## config.mk

```make
export PLATFORM = sky130hd
export DESIGN_NAME = framed_motor_command_parser_unit
export DESIGN_NICKNAME = d
export VERILOG_FILES = /design/src/sv/fmcp_pkg.sv /design/src/sv/fmcp_body_step.sv /design/src/sv/framed_motor_command_parser_unit.sv
export SDC_FILE = /design/constraint.sdc
export NUM_CORES = 1
export LEC_CHECK = 0
export ABC_AREA = 1
export BUFFER_PORTS_ARGS = -buffer_cell sky130_fd_sc_hd__buf_2
export CELL_PAD_IN_SITES_DETAIL_PLACEMENT = 1
export CELL_PAD_IN_SITES_GLOBAL_PLACEMENT = 1
export CORE_MARGIN = 1.5
export CORE_UTILIZATION = 47
export CTS_BUF_LIST = sky130_fd_sc_hd__clkbuf_4 sky130_fd_sc_hd__clkbuf_8 sky130_fd_sc_hd__clkbuf_16
export DETAILED_ROUTE_END_ITERATION = 8
export HOLD_SLACK_MARGIN = 0.15
export PLACE_DENSITY_LB_ADDON = 0.05
export SLEW_MARGIN = 0
export SYNTH_ARGS = -nofsm -noshare
export SYNTH_HDL_FRONTEND = slang
export SYNTH_SLANG_ARGS = --single-unit
export TNS_END_PERCENT = 1
```

## constraint.sdc

```tcl
create_clock -name clk -period 3.9 [get_ports clk]
set_clock_uncertainty 0.05 [all_clocks]
set_input_delay 0 -clock clk [delete_from_list [all_inputs] [get_ports clk]]
set_output_delay 0 -clock clk [all_outputs]
set_load 0.02 [all_outputs]
```

## src/sv/fmcp_pkg.sv

```systemverilog
// Package for the framed motor command parser.
// Holds the shared types, register indexes and reset constants.
// No dependencies.
package fmcp_pkg;

  // Default depth of the frame text, terminator included.
  localparam int BUFFER_CHARS_DEFAULT = 32;

  // Configuration port geometry and register indexes.
  localparam int CFG_INDEX_W = 8;
  localparam logic [CFG_INDEX_W-1:0] CFG_START_MARKER    = 8'd0;
  localparam logic [CFG_INDEX_W-1:0] CFG_END_MARKER      = 8'd1;
  localparam logic [CFG_INDEX_W-1:0] CFG_TOKEN_SEPARATOR = 8'd2;
  localparam logic [CFG_INDEX_W-1:0] CFG_LEFT_CODE       = 8'd3;

  // Register reset values: '<', '>', 'Y', 'L'.
  localparam logic [7:0] START_MARKER_RST    = 8'd60;
  localparam logic [7:0] END_MARKER_RST      = 8'd62;
  localparam logic [7:0] TOKEN_SEPARATOR_RST = 8'd89;
  localparam logic [7:0] LEFT_CODE_RST       = 8'd76;

  // Character codes used by the value parser.
  localparam logic [7:0] CHAR_NUL   = 8'd0;
  localparam logic [7:0] CHAR_PLUS  = 8'd43;
  localparam logic [7:0] CHAR_MINUS = 8'd45;

  // Parse phase of the frame body, one-hot.
  typedef enum logic [6:0] {
    PH_LEAD    = 7'b0000001,
    PH_SECOND  = 7'b0000010,
    PH_SPACE   = 7'b0000100,
    PH_SIGN    = 7'b0001000,
    PH_DIGITS  = 7'b0010000,
    PH_ENDED   = 7'b0100000,
    PH_NOTOKEN = 7'b1000000
  } phase_t;

  typedef struct packed {
    logic [7:0] start_marker;
    logic [7:0] end_marker;
    logic [7:0] token_separator;
    logic [7:0] left_code;
  } cfg_t;

  typedef struct packed {
    phase_t     phase;
    logic       side_right;
    logic       value_negative;
    logic [7:0] value_magnitude;
  } parse_state_t;

  typedef struct packed {
    logic       side;
    logic [7:0] forward_duty;
    logic [7:0] reverse_duty;
  } result_t;

endpackage

```

## src/sv/fmcp_body_step.sv

```systemverilog
// Next-state logic for one body byte of a frame.
// Depends on fmcp_pkg for the parse state and configuration types.
// Purely combinational; the caller owns the state registers.
module fmcp_body_step (
  input  logic [7:0]            rx_byte,
  input  fmcp_pkg::cfg_t        cfg,
  input  fmcp_pkg::parse_state_t cur,
  output fmcp_pkg::parse_state_t nxt
);

  logic        is_sep;
  logic        stop;
  logic        is_space;
  logic        is_digit;
  logic [11:0] acc;
  logic [7:0]  acc_sat;

  always_comb begin
    is_sep   = (rx_byte == cfg.token_separator);
    stop     = (rx_byte == fmcp_pkg::CHAR_NUL) || is_sep;
    is_space = rx_byte inside {8'd32, [8'd9:8'd13]};
    is_digit = rx_byte inside {[8'd48:8'd57]};
    // Magnitude times ten plus the digit, saturated at 255.
    acc      = ({4'b0, cur.value_magnitude} << 3) + ({4'b0, cur.value_magnitude} << 1)
             + {8'b0, rx_byte[3:0]};
    acc_sat  = (acc > 12'd255) ? 8'hFF : acc[7:0];
  end

  always_comb begin
    nxt = cur;
    case (cur.phase)
      fmcp_pkg::PH_LEAD: begin
        if (rx_byte == fmcp_pkg::CHAR_NUL) begin
          nxt.phase = fmcp_pkg::PH_NOTOKEN;
        end else if (!is_sep) begin
          nxt.side_right = (rx_byte != cfg.left_code);
          nxt.phase      = fmcp_pkg::PH_SECOND;
        end
      end
      fmcp_pkg::PH_SECOND: begin
        nxt.phase = stop ? fmcp_pkg::PH_ENDED : fmcp_pkg::PH_SPACE;
      end
      fmcp_pkg::PH_SPACE: begin
        if (stop) begin
          nxt.phase = fmcp_pkg::PH_ENDED;
        end else if (is_space) begin
          nxt.phase = fmcp_pkg::PH_SPACE;
        end else if (rx_byte == fmcp_pkg::CHAR_PLUS) begin
          nxt.phase = fmcp_pkg::PH_SIGN;
        end else if (rx_byte == fmcp_pkg::CHAR_MINUS) begin
          nxt.value_negative = 1'b1;
          nxt.phase          = fmcp_pkg::PH_SIGN;
        end else if (is_digit) begin
          nxt.value_magnitude = acc_sat;
          nxt.phase           = fmcp_pkg::PH_DIGITS;
        end else begin
          nxt.phase = fmcp_pkg::PH_ENDED;
        end
      end
      fmcp_pkg::PH_SIGN, fmcp_pkg::PH_DIGITS: begin
        if (!stop && is_digit) begin
          nxt.value_magnitude = acc_sat;
          nxt.phase           = fmcp_pkg::PH_DIGITS;
        end else begin
          nxt.phase = fmcp_pkg::PH_ENDED;
        end
      end
      default: begin
        nxt = cur;
      end
    endcase
  end

endmodule

```

## src/sv/framed_motor_command_parser_unit.sv

```systemverilog
// A result is registered from its accepted end marker beat, into the output or skid register.
// Throughput: one byte per cycle; input stalls only while output and skid registers are full.
// The rate is set by the combinational body step (one multiply-by-ten add and saturate).
// Reset (rst_n low, synchronous): configuration returns to '<' '>' 'Y' 'L',
// the parser leaves any frame, and no result is pending.
// Depends on fmcp_pkg and fmcp_body_step.
module framed_motor_command_parser_unit #(
  parameter int BUFFER_CHARS = fmcp_pkg::BUFFER_CHARS_DEFAULT
) (
  input  logic                             clk,
  input  logic                             rst_n,
  // Input byte channel.
  input  logic                             in_valid,
  output logic                             in_stall,
  input  logic [7:0]                       in_rx_byte,
  // Result channel.
  output logic                             out_valid,
  input  logic                             out_stall,
  output logic                             out_side,
  output logic [7:0]                       out_forward_duty,
  output logic [7:0]                       out_reverse_duty,
  // Configuration write channel.
  input  logic                             cfg_valid,
  output logic                             cfg_ready,
  input  logic [fmcp_pkg::CFG_INDEX_W-1:0] cfg_index,
  input  logic [7:0]                       cfg_data
);

  // The position counter only has to reach BUFFER_CHARS-1, the number of
  // body bytes that are kept.
  localparam int POS_W = $clog2(BUFFER_CHARS);
  localparam logic [POS_W-1:0] POS_LAST = POS_W'(BUFFER_CHARS - 1);

  fmcp_pkg::cfg_t         cfg_r;
  logic                   in_frame_r;
  logic [POS_W-1:0]       pos_r;
  fmcp_pkg::parse_state_t st_r;
  fmcp_pkg::parse_state_t st_step;

  logic                   out_valid_r;
  logic                   skid_valid_r;
  fmcp_pkg::result_t      out_data_r;
  fmcp_pkg::result_t      skid_data_r;

  logic                   in_fire;
  logic                   out_fire;
  logic                   is_start;
  logic                   is_end;
  logic                   res_valid;
  fmcp_pkg::result_t      res;
  fmcp_pkg::parse_state_t st_clear;

  // Configuration writes are always taken; unknown indexes are dropped.
  assign cfg_ready = 1'b1;

  always_ff @(posedge clk) begin
    if (!rst_n) begin
      cfg_r.start_marker    <= fmcp_pkg::START_MARKER_RST;
      cfg_r.end_marker      <= fmcp_pkg::END_MARKER_RST;
      cfg_r.token_separator <= fmcp_pkg::TOKEN_SEPARATOR_RST;
      cfg_r.left_code       <= fmcp_pkg::LEFT_CODE_RST;
    end else if (cfg_valid && cfg_ready) begin
      case (cfg_index)
        fmcp_pkg::CFG_START_MARKER:    cfg_r.start_marker    <= cfg_data;
        fmcp_pkg::CFG_END_MARKER:      cfg_r.end_marker      <= cfg_data;
        fmcp_pkg::CFG_TOKEN_SEPARATOR: cfg_r.token_separator <= cfg_data;
        fmcp_pkg::CFG_LEFT_CODE:       cfg_r.left_code       <= cfg_data;
        default: begin
        end
      endcase
    end
  end

  // The skid register is the only thing that can hold off the input: while it
  // is empty a new result always has somewhere to go.
  assign in_stall = skid_valid_r;
  assign in_fire  = in_valid && !in_stall;
  assign out_fire = out_valid_r && !out_stall;

  assign is_start = (in_rx_byte == cfg_r.start_marker);
  assign is_end   = (in_rx_byte == cfg_r.end_marker);

  // A frame yields a result only when its token reached at least one byte.
  assign res_valid = in_fire && in_frame_r && is_end
                   && (st_r.phase != fmcp_pkg::PH_LEAD)
                   && (st_r.phase != fmcp_pkg::PH_NOTOKEN);

  always_comb begin
    res.side         = st_r.side_right;
    res.forward_duty = st_r.value_negative ? 8'd0 : st_r.value_magnitude;
    res.reverse_duty = st_r.value_negative ? st_r.value_magnitude : 8'd0;

    st_clear.phase           = fmcp_pkg::PH_LEAD;
    st_clear.side_right      = 1'b0;
    st_clear.value_negative  = 1'b0;
    st_clear.value_magnitude = 8'd0;
  end

  fmcp_body_step u_body_step (
    .rx_byte (in_rx_byte),
    .cfg     (cfg_r),
    .cur     (st_r),
    .nxt     (st_step)
  );

  // Frame tracking. Outside a frame only the start marker matters; inside, the
  // end marker closes the frame and every other byte is a body byte as long as
  // the kept text is not yet full.
  always_ff @(posedge clk) begin
    if (!rst_n) begin
      in_frame_r <= 1'b0;
      pos_r      <= '0;
      st_r       <= st_clear;
    end else if (in_fire) begin
      if (!in_frame_r) begin
        if (is_start) begin
          in_frame_r <= 1'b1;
          pos_r      <= '0;
          st_r       <= st_clear;
        end
      end else if (is_end) begin
        in_frame_r <= 1'b0;
        pos_r      <= '0;
        st_r       <= st_clear;
      end else if (pos_r < POS_LAST) begin
        pos_r <= pos_r + POS_W'(1);
        st_r  <= st_step;
      end
    end
  end

  // Output register with one skid entry behind it. A result goes straight to
  // the output register when it is free or being taken this cycle; otherwise
  // it parks in the skid register and the input stalls until it drains.
  always_ff @(posedge clk) begin
    if (!rst_n) begin
      out_valid_r  <= 1'b0;
      skid_valid_r <= 1'b0;
    end else if (skid_valid_r) begin
      if (out_fire) begin
        skid_valid_r <= 1'b0;
      end
    end else if (res_valid) begin
      if (!out_valid_r || out_fire) begin
        out_valid_r <= 1'b1;
      end else begin
        skid_valid_r <= 1'b1;
      end
    end else if (out_fire) begin
      out_valid_r <= 1'b0;
    end
  end

  always_ff @(posedge clk) begin
    if (skid_valid_r) begin
      if (out_fire) begin
        out_data_r <= skid_data_r;
      end
    end else if (res_valid) begin
      if (!out_valid_r || out_fire) begin
        out_data_r <= res;
      end else begin
        skid_data_r <= res;
      end
    end
  end

  assign out_valid        = out_valid_r;
  assign out_side         = out_data_r.side;
  assign out_forward_duty = out_data_r.forward_duty;
  assign out_reverse_duty = out_data_r.reverse_duty;

  // The skid entry is only ever filled behind a full output register.
  a_skid_behind_out: assert property (@(posedge clk) disable iff (!rst_n)
    skid_valid_r |-> out_valid_r)
    else $error("skid register holds a beat while the output register is empty");

  // A new result follows an accepted end marker beat.
  a_result_from_end: assert property (@(posedge clk) disable iff (!rst_n)
    $rose(out_valid_r) |-> $past(in_fire && in_frame_r && is_end))
    else $error("result appeared without an end marker beat");

  // An accepted end marker always closes the frame.
  a_end_closes: assert property (@(posedge clk) disable iff (!rst_n)
    (in_fire && in_frame_r && is_end) |=> !in_frame_r)
    else $error("frame still open after its end marker");

  // The kept text never grows past its limit.
  a_pos_limit: assert property (@(posedge clk) disable iff (!rst_n)
    pos_r <= POS_LAST)
    else $error("character position beyond the kept text");

endmodule
```

# Word level (Yosys, flattened, before mapping)
# Index checks and enable logic that the tools add are counted.
# Widths: inputs -> output; s select.
# op_classes
addsub,3
order_cmp,6
eq_ne,37
mux,46
n_bitwise,2
n_reduce_logical,35
# ops
op,count
$mux 17,8
$mux 8,7
$mux 7,5
$pmux 7 s4,1
$mux 9,3
$eq 8x6->1 const B,3
$eq 8x8->1,3
$mux 5,4
$mux 6,3
$eq 8x2->1 const B,2
$logic_not 8->1,2
$ne 4x4->1 const B,4
$pmux 8 s2,1
$ne 3x3->1 const B,5
$mux 1,14
$add 11x9->12,1
$add 12x4->12,1
$gt 12x8->1 const B,1
$ne 3x1->1 const B,4
$reduce_and 3->1,4
$reduce_and 10->1,1
$reduce_bool 2->1,5
$logic_and 1x1->1,9
$eq 8x1->1 const B,1
other kinds (27),37
# totals
reg_bits,91
in_bits,29
output_inout_bits,20
word_cells,147

# Logic depth before layout (Yosys ltp)
# Gate-level depths: netlist (run 1).
# depth
word_depth,13
mapped_depth,14
depth_no_buf,14

# Cells and area by module
# From an unflattened synthesis (run 1), not the netlist that was laid out.
# unflattened
cells_unflattened,752
area_unflattened_um2,5416.4
# modules_own_cells
module,n_inst,cells_each,area_per_inst_um2,seq_area_each_um2
framed_motor_command_parser_unit,1,502,4037.6,2162.1
fmcp_body_step,1,250,1378.8,0.0

# Worst setup path after synthesis (run 1)
# Ideal clock, no wire load.
# synth_timing
path_kind,register to register
startpoint,"register skid_valid_r, in the netlist in_stall"
endpoint,"register out_data_r, in the netlist out_forward_duty[0] (enable)"
setup_ns,0.397
t_arrival_ns,2.087
required_ns,3.453
path_slack_ns,1.366
path_stages_with_launch,7
n_path_buf,1
synth_period_minus_slack_ns,2.534
cell_sequence,dfxtp_1 buf_6 inv_2 nand2_1 nor3_1 nand2_1 a21oi_1
# synth_via
elab_chain_len,8
word_cells_on_any_way,10
cone_classes,eq/ne (1); reduce/logical (9)
# synth_rtl
element,line_no,rtl
"start, declared",framed_motor_command_parser_unit.sv:41,logic skid_valid_r;
"start signal, assigned",framed_motor_command_parser_unit.sv:138,skid_valid_r <= 1'b0;
"start signal, assigned",framed_motor_command_parser_unit.sv:141,skid_valid_r <= 1'b0;
"start signal, assigned",framed_motor_command_parser_unit.sv:147,skid_valid_r <= 1'b1;
$logic_not 1->1,framed_motor_command_parser_unit.sv:77,assign in_fire = in_valid && !in_stall;
$logic_and 1x1->1,framed_motor_command_parser_unit.sv:77,
$logic_and 1x1->1 (2 in series),framed_motor_command_parser_unit.sv:84,assign res_valid = in_fire && in_frame_r && is_end
$logic_and 1x1->1,framed_motor_command_parser_unit.sv:85,&& (st_r.phase != fmcp_pkg::PH_LEAD)
$logic_and 1x1->1,framed_motor_command_parser_unit.sv:86,&& (st_r.phase != fmcp_pkg::PH_NOTOKEN);
$reduce_bool 2->1 (no source line),n/a,
$reduce_and 3->1 (no source line) *,n/a,
"end signal, assigned",framed_motor_command_parser_unit.sv:157,out_data_r <= skid_data_r;
"end signal, assigned",framed_motor_command_parser_unit.sv:161,out_data_r <= res;
"end, declared",framed_motor_command_parser_unit.sv:42,fmcp_pkg::result_t out_data_r;
# Every way passes the cells marked *; elsewhere a longest branch is shown, timed or not.
# A chain may end at the register's enable or synchronous reset.

# Worst setup path in the final report (run 1)
# layout_timing
startpoint,register st_r[2] in the netlist's numbering
endpoint,register st_r[1] in the netlist's numbering
# layout_via
elab_chain_len,13
word_cells_on_any_way,14
cone_classes,add/sub (2); order compare (1); mux (11)
# layout_rtl
element,line_no,rtl
"start, declared",framed_motor_command_parser_unit.sv:37,fmcp_pkg::parse_state_t st_r;
"start signal, assigned",framed_motor_command_parser_unit.sv:113,st_r <= st_clear;
"start signal, assigned",framed_motor_command_parser_unit.sv:119,st_r <= st_clear;
"start signal, assigned",framed_motor_command_parser_unit.sv:124,st_r <= st_clear;
$add 11x9->12 *,fmcp_body_step.sv:24,"acc = ({4'b0, cur.value_magnitude} << 3) + ({4'b0, cur.value_magnitude} << 1)"
$add 12x4->12 *,fmcp_body_step.sv:25,"+ {8'b0, rx_byte[3:0]};"
$gt 12x8->1 *,fmcp_body_step.sv:26,acc_sat = (acc > 12'd255) ? 8'hFF : acc[7:0];
$mux 8 *,fmcp_body_step.sv:26,
$mux 8,fmcp_body_step.sv:53,end else if (is_digit) begin
$mux 8,fmcp_body_step.sv:50,end else if (rx_byte == fmcp_pkg::CHAR_MINUS) begin
$mux 9,fmcp_body_step.sv:48,end else if (rx_byte == fmcp_pkg::CHAR_PLUS) begin
$mux 9,fmcp_body_step.sv:46,end else if (is_space) begin
$mux 9,fmcp_body_step.sv:44,if (stop) begin
$pmux 8 s2 *,fmcp_body_step.sv:31,case (cur.phase)
$mux 17 *,framed_motor_command_parser_unit.sv:125,end else if (pos_r < POS_LAST) begin
$mux 17 *,framed_motor_command_parser_unit.sv:121,end else if (is_end) begin
$mux 17 *,framed_motor_command_parser_unit.sv:115,if (!in_frame_r) begin
# Every way passes the cells marked *; elsewhere a longest branch is shown, timed or not. The select of a mux whose other input is x is not followed.

==> impl_metrics.env, run 1 <==
export IMPL_outcome="complete, no violations"
export IMPL_async_flop_share_pct=0
export IMPL_hold_violations=0
export IMPL_first_pass_iters=5
export IMPL_grt_first_pass_wirelength_um=23100
export IMPL_synth_edf_count=34
export IMPL_power_leakage_nw=2.71
export IMPL_routedWlPerCell_um=15.9
export IMPL_clkTransAtPathRegs_ps=110
export IMPL_power_mw=1.80
export IMPL_synth_seq_cells=91
export IMPL_post_cts_buffers=0
export IMPL_yosysUniqueCellTypes=43
export IMPL_cp_cell_sequence="fa_1, fa_1, nand2_1, nand2_1, nand2_1, nand2_1, nand2_1, nand2_1, nor2_1, nand3_1, nand4_1, a21oi_1"
export IMPL_cts_root_buffer="clkbuf_8"
export IMPL_p_sw_share_pct=25.8
export IMPL_nets=781
export IMPL_core_um2=10800
export IMPL_hold_start="in_valid"
export IMPL_crit_type="reg2reg"
export IMPL_routed_wl_um=14000
export IMPL_cap_violations=0
export IMPL_synth_nets=731
export IMPL_cts_tree="built"
export IMPL_num_rows=38
export IMPL_numPortBuffers=47
export IMPL_ir_drop_mv=0.181
export IMPL_grt_pass1_vias=4930
export IMPL_r2r_start="st_r[2]$_SDFFE_PN0P_"
export IMPL_ys_warn_count=0
export IMPL_power_switching_mw=0.464
export IMPL_finalNonFillerCells=879
export IMPL_drt_iter0_markers=189
export IMPL_critPathMostFrequentCell="nand2_1"
export IMPL_crit_buf_inv=0
export IMPL_die_h_um=108
export IMPL_comb_power_share_pct=5.9
export IMPL_viasPerCell=5.23
export IMPL_drive_gt1_share_pct=13.3
export IMPL_cts_resized=0
export IMPL_synth_common_cells="nand2_1, inv_1, nor2_1, dfxtp_1, nand3_1"
export IMPL_antenna_found_initial=0
export IMPL_ant_nets=0
export IMPL_synth_most_common_cell="nand2_1"
export IMPL_min_period_ps=2790
export IMPL_slowest_stage="fa_1"
export IMPL_num_vias=4595
export IMPL_p_seq_share_pct=54.4
export IMPL_p_clk_share_pct=39.6
export IMPL_pwr_density_cell_nw_per_um2=311
export IMPL_slowest_delay_ps=500
export IMPL_drc=0
export IMPL_syn_avg_cell_area_um2=7.56
export IMPL_setup_worst_path_start="st_r[2]$_SDFFE_PN0P_"
export IMPL_slew_headroom_pct=34.3
export IMPL_clock_latency_ps=380
export IMPL_dieWidth_um=108
export IMPL_grt_overflow_total=0
export IMPL_grt_max_degree=40
export IMPL_diodes=0
export IMPL_syn_inst=684
export IMPL_placed_area_um2=5450
export IMPL_clockBufferDepth=2
export IMPL_ctsHoldBuffers=12
export IMPL_cts_buffers_inserted=9
export IMPL_fmax_mhz=358
export IMPL_hp_class="in2reg"
export IMPL_critPathLaunchType="register"
export IMPL_start_util_pct=47.9
export IMPL_synth_area_top_cells="dfxtp_1, edfxtp_1, nand2_1"
export IMPL_arrival_ps=2980
export IMPL_yosysTopAreaCell="dfxtp_1"
export IMPL_synthFlopType="dfxtp_1"
export IMPL_io_pins=49
export IMPL_gr_usage_all_layers_pct=25.5
export IMPL_crit_family="simple AND/OR/NAND/NOR gates"
export IMPL_seq_area_frac_synth_pct=41.8
export IMPL_worstMarginPinSlew_ps=985
export IMPL_synthesis_area_um2=5170
export IMPL_endpoint_kind="register"
export IMPL_synth_top_area_share_pct=22.1
export IMPL_p_int_mw=1.33
export IMPL_cts_htree_levels=3
export IMPL_syn2layout_area_growth_pct=11.9
export IMPL_setup_viol=0
export IMPL_rsz0062_at_grt="false"
export IMPL_placed_cells=851
export IMPL_cts_sinks=91
export IMPL_fin_area_um2=5790
export IMPL_fin_tns_setup_ps=0
export IMPL_cp_data_required_time_ps=4090
export IMPL_slew_viol_final=0
export IMPL_finalCritPeriodShare_pct=71.5
export IMPL_place_congestion=0.846
export IMPL_postLayoutCoreUtil_pct=53.6
export IMPL_die_area_um2=11600
export IMPL_cp_max_fo=8
export IMPL_dpl_hpwl_um=10500
==> power groups by stage <==
stage          Clock, mW  Sequential [mW]  Combinational (mW)
2_1_floorplan          0             1.00              0.0714
3_3_place_gp           0             1.00              0.0940
3_5_place_dp           0             1.00              0.0971
4_1_cts            0.725            0.978               0.106
5_1_grt            0.758            0.979               0.119
6_report           0.713            0.978               0.106
==> final timing paths <==
kind,end,slack [ps],cells past startpoint
setup / recovery,st_r[1]$_SDFFE_PN0P_,1110,12
hold / removal,pos_r[2]$_SDFFE_PN0P_,180,5
setup reg to reg,st_r[1]$_SDFFE_PN0P_,1110,12
hold reg to reg,cfg_r[5]$_SDFFE_PN0P_,420,2
==> layout make-up <==
class | instances | area [um2]
clock buffers | 9 | 124
clock inverters | 7 | 95.1
fillers | 1402 | 5010
inverters | 82 | 317
multi-input cells | 488 | 2530
flip-flops and latches | 91 | 2160
well taps | 140 | 175
repair buffers | 62 | 378
==> metal layers <==
metal | wire length [um] | GRT usage [%] | vias up | part of all wire [%]
met1 | 5980 | 29.0 | 2201 | 43
met3 | 345 | 4.42 | 24 | 2.5
met4 | 306 | 9.21 | 0 | 2.2
met5 | 0 | 0 | - | 0
met2 | 7350 | 47.7 | 62 | 53
li1 | - | - | 2308 | -
==> sequential cells by signal (all words and copies together) (netlist names) <==
register	count
cfg_r	32
res	1
out_forward_duty	8
pos_r	5
out_valid	1
in_frame_r	1
out_side	1
st_r	16
in_stall	1
out_reverse_duty	8
skid_data_r	17
==> cell families after synthesis <==
kind of cell	synth area share [%]
buf+inv	9.19
compound gates	9.43
simple gates	31.1
other cells	0.0725
flops	41.8
xor+xnor	3.73
fa+ha+maj	4.64
==> tightest hold or removal path, cell delays in order <==
cell,delay [ps]
buf_2,100
nand2_1,260
nor2_8,100
nand2_1,50
a21oi_1,50
==> metrics by stage <==
stage / hold slack, ps / setup slack, ps
final: 176 / 1110
after global routing: 200 / 894
after CTS: 166 / 1120
after detailed placement: 207 / 1130
after global placement: 194 / 1270
after floorplan: 63.2 / 1370
==> layout by cell type (no fill, tap or decap), types with 12 or more instances in the layout <==
cell and n:
ha_1 16, dlygate4sd3_1 12, nand4_1 12, xnor2_1 22, nor2_1 69, buf_2 47
o21ai_0 36, nand3_1 45, dfxtp_1 57, inv_1 77, nand2_1 194, edfxtp_1 34
a21oi_1 33, o211ai_1 12
Note: power is estimated with default switching activity, not from simulation.
==> inputs of run 2 (changes only) <==
Settings changed: ABC_AREA 1 to 0.
Clock period 3.9 ns to 2.8 ns, I/O delays scaled along.
==> impl_metrics.env, run 2 <==
export IMPL_outcome="complete, no violations"
export IMPL_critPathLaunchType="register"
export IMPL_largest_register="cfg_r"
export IMPL_syn_avg_cell_area_um2=10.9
export IMPL_met2_length_um=5350
export IMPL_seq_area_frac_synth_pct=45.4
export IMPL_grt_pass1_vias=3746
export IMPL_final_cell_mix="dfxtp_1, buf_2, mux2i_1, edfxtp_1, nand2_1"
export IMPL_antenna_found_initial=0
export IMPL_syn2layout_area_growth_pct=16.1
export IMPL_ys_warn_count=0
export IMPL_drc=0
export IMPL_synth_area_top_cells="dfxtp_1, edfxtp_1, mux2i_1"
export IMPL_yosysTopAreaCell="dfxtp_1"
export IMPL_cp_data_required_time_ps=3020
export IMPL_place_congestion=0.744
export IMPL_cts_buffers_inserted=9
export IMPL_yosysUniqueCellTypes=64
export IMPL_gr_usage_all_layers_pct=22.2
export IMPL_hold_path_cell_count=4
export IMPL_p_clk_share_pct=35.4
export IMPL_comb_power_share_pct=6.1
export IMPL_synth_edf_count=34
export IMPL_grt_first_pass_wirelength_um=18900
export IMPL_finalNonFillerCells=643
export IMPL_fmax_mhz=378
export IMPL_async_flop_share_pct=0
export IMPL_grt_max_degree=47
export IMPL_power_switching_mw=0.576
export IMPL_synth_seq_cells=91
export IMPL_finalCritPeriodShare_pct=94.5
export IMPL_cts_htree_levels=3
export IMPL_synthesis_area_um2=4760
export IMPL_cts_tree="built"
export IMPL_ir_drop_mv=0.262
export IMPL_rsz0062_at_grt="false"
export IMPL_top_layer_used="met4"
export IMPL_clock_latency_ps=380
export IMPL_cts_sinks=91
export IMPL_dpl_hpwl_um=8130
export IMPL_slew_viol_final=0
export IMPL_die_h_um=104
export IMPL_dr_wl_met3_um=378
export IMPL_diodes=0
export IMPL_p_int_mw=1.75
export IMPL_power_leakage_nw=2.29
export IMPL_drive_gt1_share_pct=21.4
export IMPL_num_rows=36
export IMPL_synth_most_common_cell="dfxtp_1"
export IMPL_hold_violations=0
export IMPL_layout_commonest_cell="dfxtp_1"
export IMPL_cap_violations=0
export IMPL_grt_overflow_total=0
export IMPL_setup_viol=0
export IMPL_largest_reg_flops=32
export IMPL_core_um2=9770
export IMPL_cp_max_fo=8
export IMPL_clockBufferDepth=2
export IMPL_crit_type="reg2reg"
export IMPL_largestRegisters="cfg_r: 32 flops, skid_data_r: 17 flops, st_r: 16 flops"
export IMPL_synth_top_area_share_pct=24.0
export IMPL_worstMarginPinSlew_ps=654
export IMPL_endpoint_kind="register"
export IMPL_postLayoutCoreUtil_pct=56.5
export IMPL_routedWlPerCell_um=17.7
export IMPL_num_vias=3558
export IMPL_drt_iter0_markers=99
export IMPL_first_pass_iters=4
export IMPL_p_seq_share_pct=58.5
export IMPL_synth_nets=484
export IMPL_die_area_um2=10700
export IMPL_p_sw_share_pct=24.8
export IMPL_ant_nets=0
export IMPL_synthFlopType="dfxtp_1"
export IMPL_arrival_ps=2870
export IMPL_pwr_density_cell_nw_per_um2=421
export IMPL_m1WireLength_um=5440
export IMPL_power_mw=2.33
export IMPL_start_util_pct=48.7
export IMPL_dieWidth_um=104
export IMPL_reg2regPathDepth=9
export IMPL_viasPerCell=5.53
export IMPL_nets=552
export IMPL_cts_root_buffer="clkbuf_8"
export IMPL_fillers=1077
export IMPL_hp_class="in2reg"
export IMPL_slew_headroom_pct=56.3
export IMPL_syn_inst=437
export IMPL_clkTransAtPathRegs_ps=90
export IMPL_placed_cells=606
export IMPL_min_period_ps=2650
export IMPL_numPortBuffers=47
export IMPL_io_pins=49
export IMPL_synth_common_cells="dfxtp_1, edfxtp_1, mux2i_1, nand2_1, xor2_1"
export IMPL_routed_wl_um=11400
[run 2: changes by cell type after synthesis, moves of 18 or more]
cell	change
nand2_1	-161
inv_1	-71
nor2_1	-53
nand3_1	-35
mux2i_1	+34
a21oi_1	-29
xor2_1	+28
nor2b_1	+26
o21ai_0	-25
mux2_2	+18
[run 2: timing repair]
action | 4_1_cts | 5_1_grt
hold buffers | 20 | 0
hold endpoints to repair | 43 | 0
gates resized for setup | 0 | 4
setup buffers | 1 | 0
pin swaps | 1 | 0
gates cloned | 0 | 0
setup endpoints to repair | 8 | 8
[run 2: worst paths after layout]
kind                         start               endpoint  slack, ps
min reg2reg  pos_r[1]$_SDFFE_PN0P_  pos_r[1]$_SDFFE_PN0P_        440
max           st_r[0]$_SDFFE_PN0P_   st_r[0]$_SDFFE_PN0P_        150
max reg2reg   st_r[0]$_SDFFE_PN0P_   st_r[0]$_SDFFE_PN0P_        150
min                  in_rx_byte[2]  st_r[13]$_SDFFE_PN0P_        160
[run 2: power groups by stage]
stage | clock (mW) | combinational (mW) | sequential (mW)
5_1_grt | 0.910 | 0.154 | 1.36
3_5_place_dp | 0 | 0.124 | 1.39
6_report | 0.822 | 0.142 | 1.36
2_1_floorplan | 0 | 0.0777 | 1.39
4_1_cts | 0.852 | 0.142 | 1.36
3_3_place_gp | 0 | 0.120 | 1.39
[run 2: stage by stage]
| stage | instance area [um2] | hold WS (ps) | TNS (ps) | worst slack [ps] |
|---|---|---|---|---|
| floorplan | 4760 | 75.1 | 0 | 176 |
| global placement | 5120 | 211 | 0 | 17.4 |
| detailed placement | 5120 | 219 | -400 | -72.9 |
| CTS | 5510 | 153 | 0 | 20.9 |
| global route | 5520 | 183 | 0 | 1.64 |
| finish | 5520 | 162 | 0 | 154 |
[run 2: critical path, cell delays in order (launching register included)]
cell	delay (ps)
dfxtp_1	330
fa_1	510
ha_1	350
a211oi_2	230
o21ai_1	160
a2111o_1	390
nand4_1	70
buf_4	160
nand3b_1	90
a22o_1	200
[run 2: metal layers]
metal | vias to the layer above | GRT usage, %
li1 | 1718 | -
met1 | 1765 | 29.2
met2 | 60 | 35.8
met3 | 15 | 5.54
met4 | 0 | 7.44
met5 | - | 0
[run 2: final cells by class]
| cell class | instances | area (um2) | area share (%) |
|---|---|---|---|
| Multi-Input combinational cell | 318 | 2470 | 44.7 |
| Sequential cell | 91 | 2160 | 39.1 |
| Timing Repair Buffer | 79 | 526 | 9.52 |
| Tap cell | 133 | 166 | 3.01 |
| Clock buffer | 9 | 124 | 2.24 |
| Clock inverter | 7 | 52.6 | 0.952 |
| Inverter | 6 | 22.5 | 0.408 |
[run 2: cell families (layout without fill, tap and decap cells)]
group	Yosys count	count (layout)	synth area share, %
compound gates	64	64	10.5
xor+xnor	40	40	7.36
fa+ha+maj	18	18	5.05
buf+inv	28	101	2.92
flops	91	91	45.4
mux	52	52	11.4
other cells	1	1	0.0788
simple gates	143	143	17.2
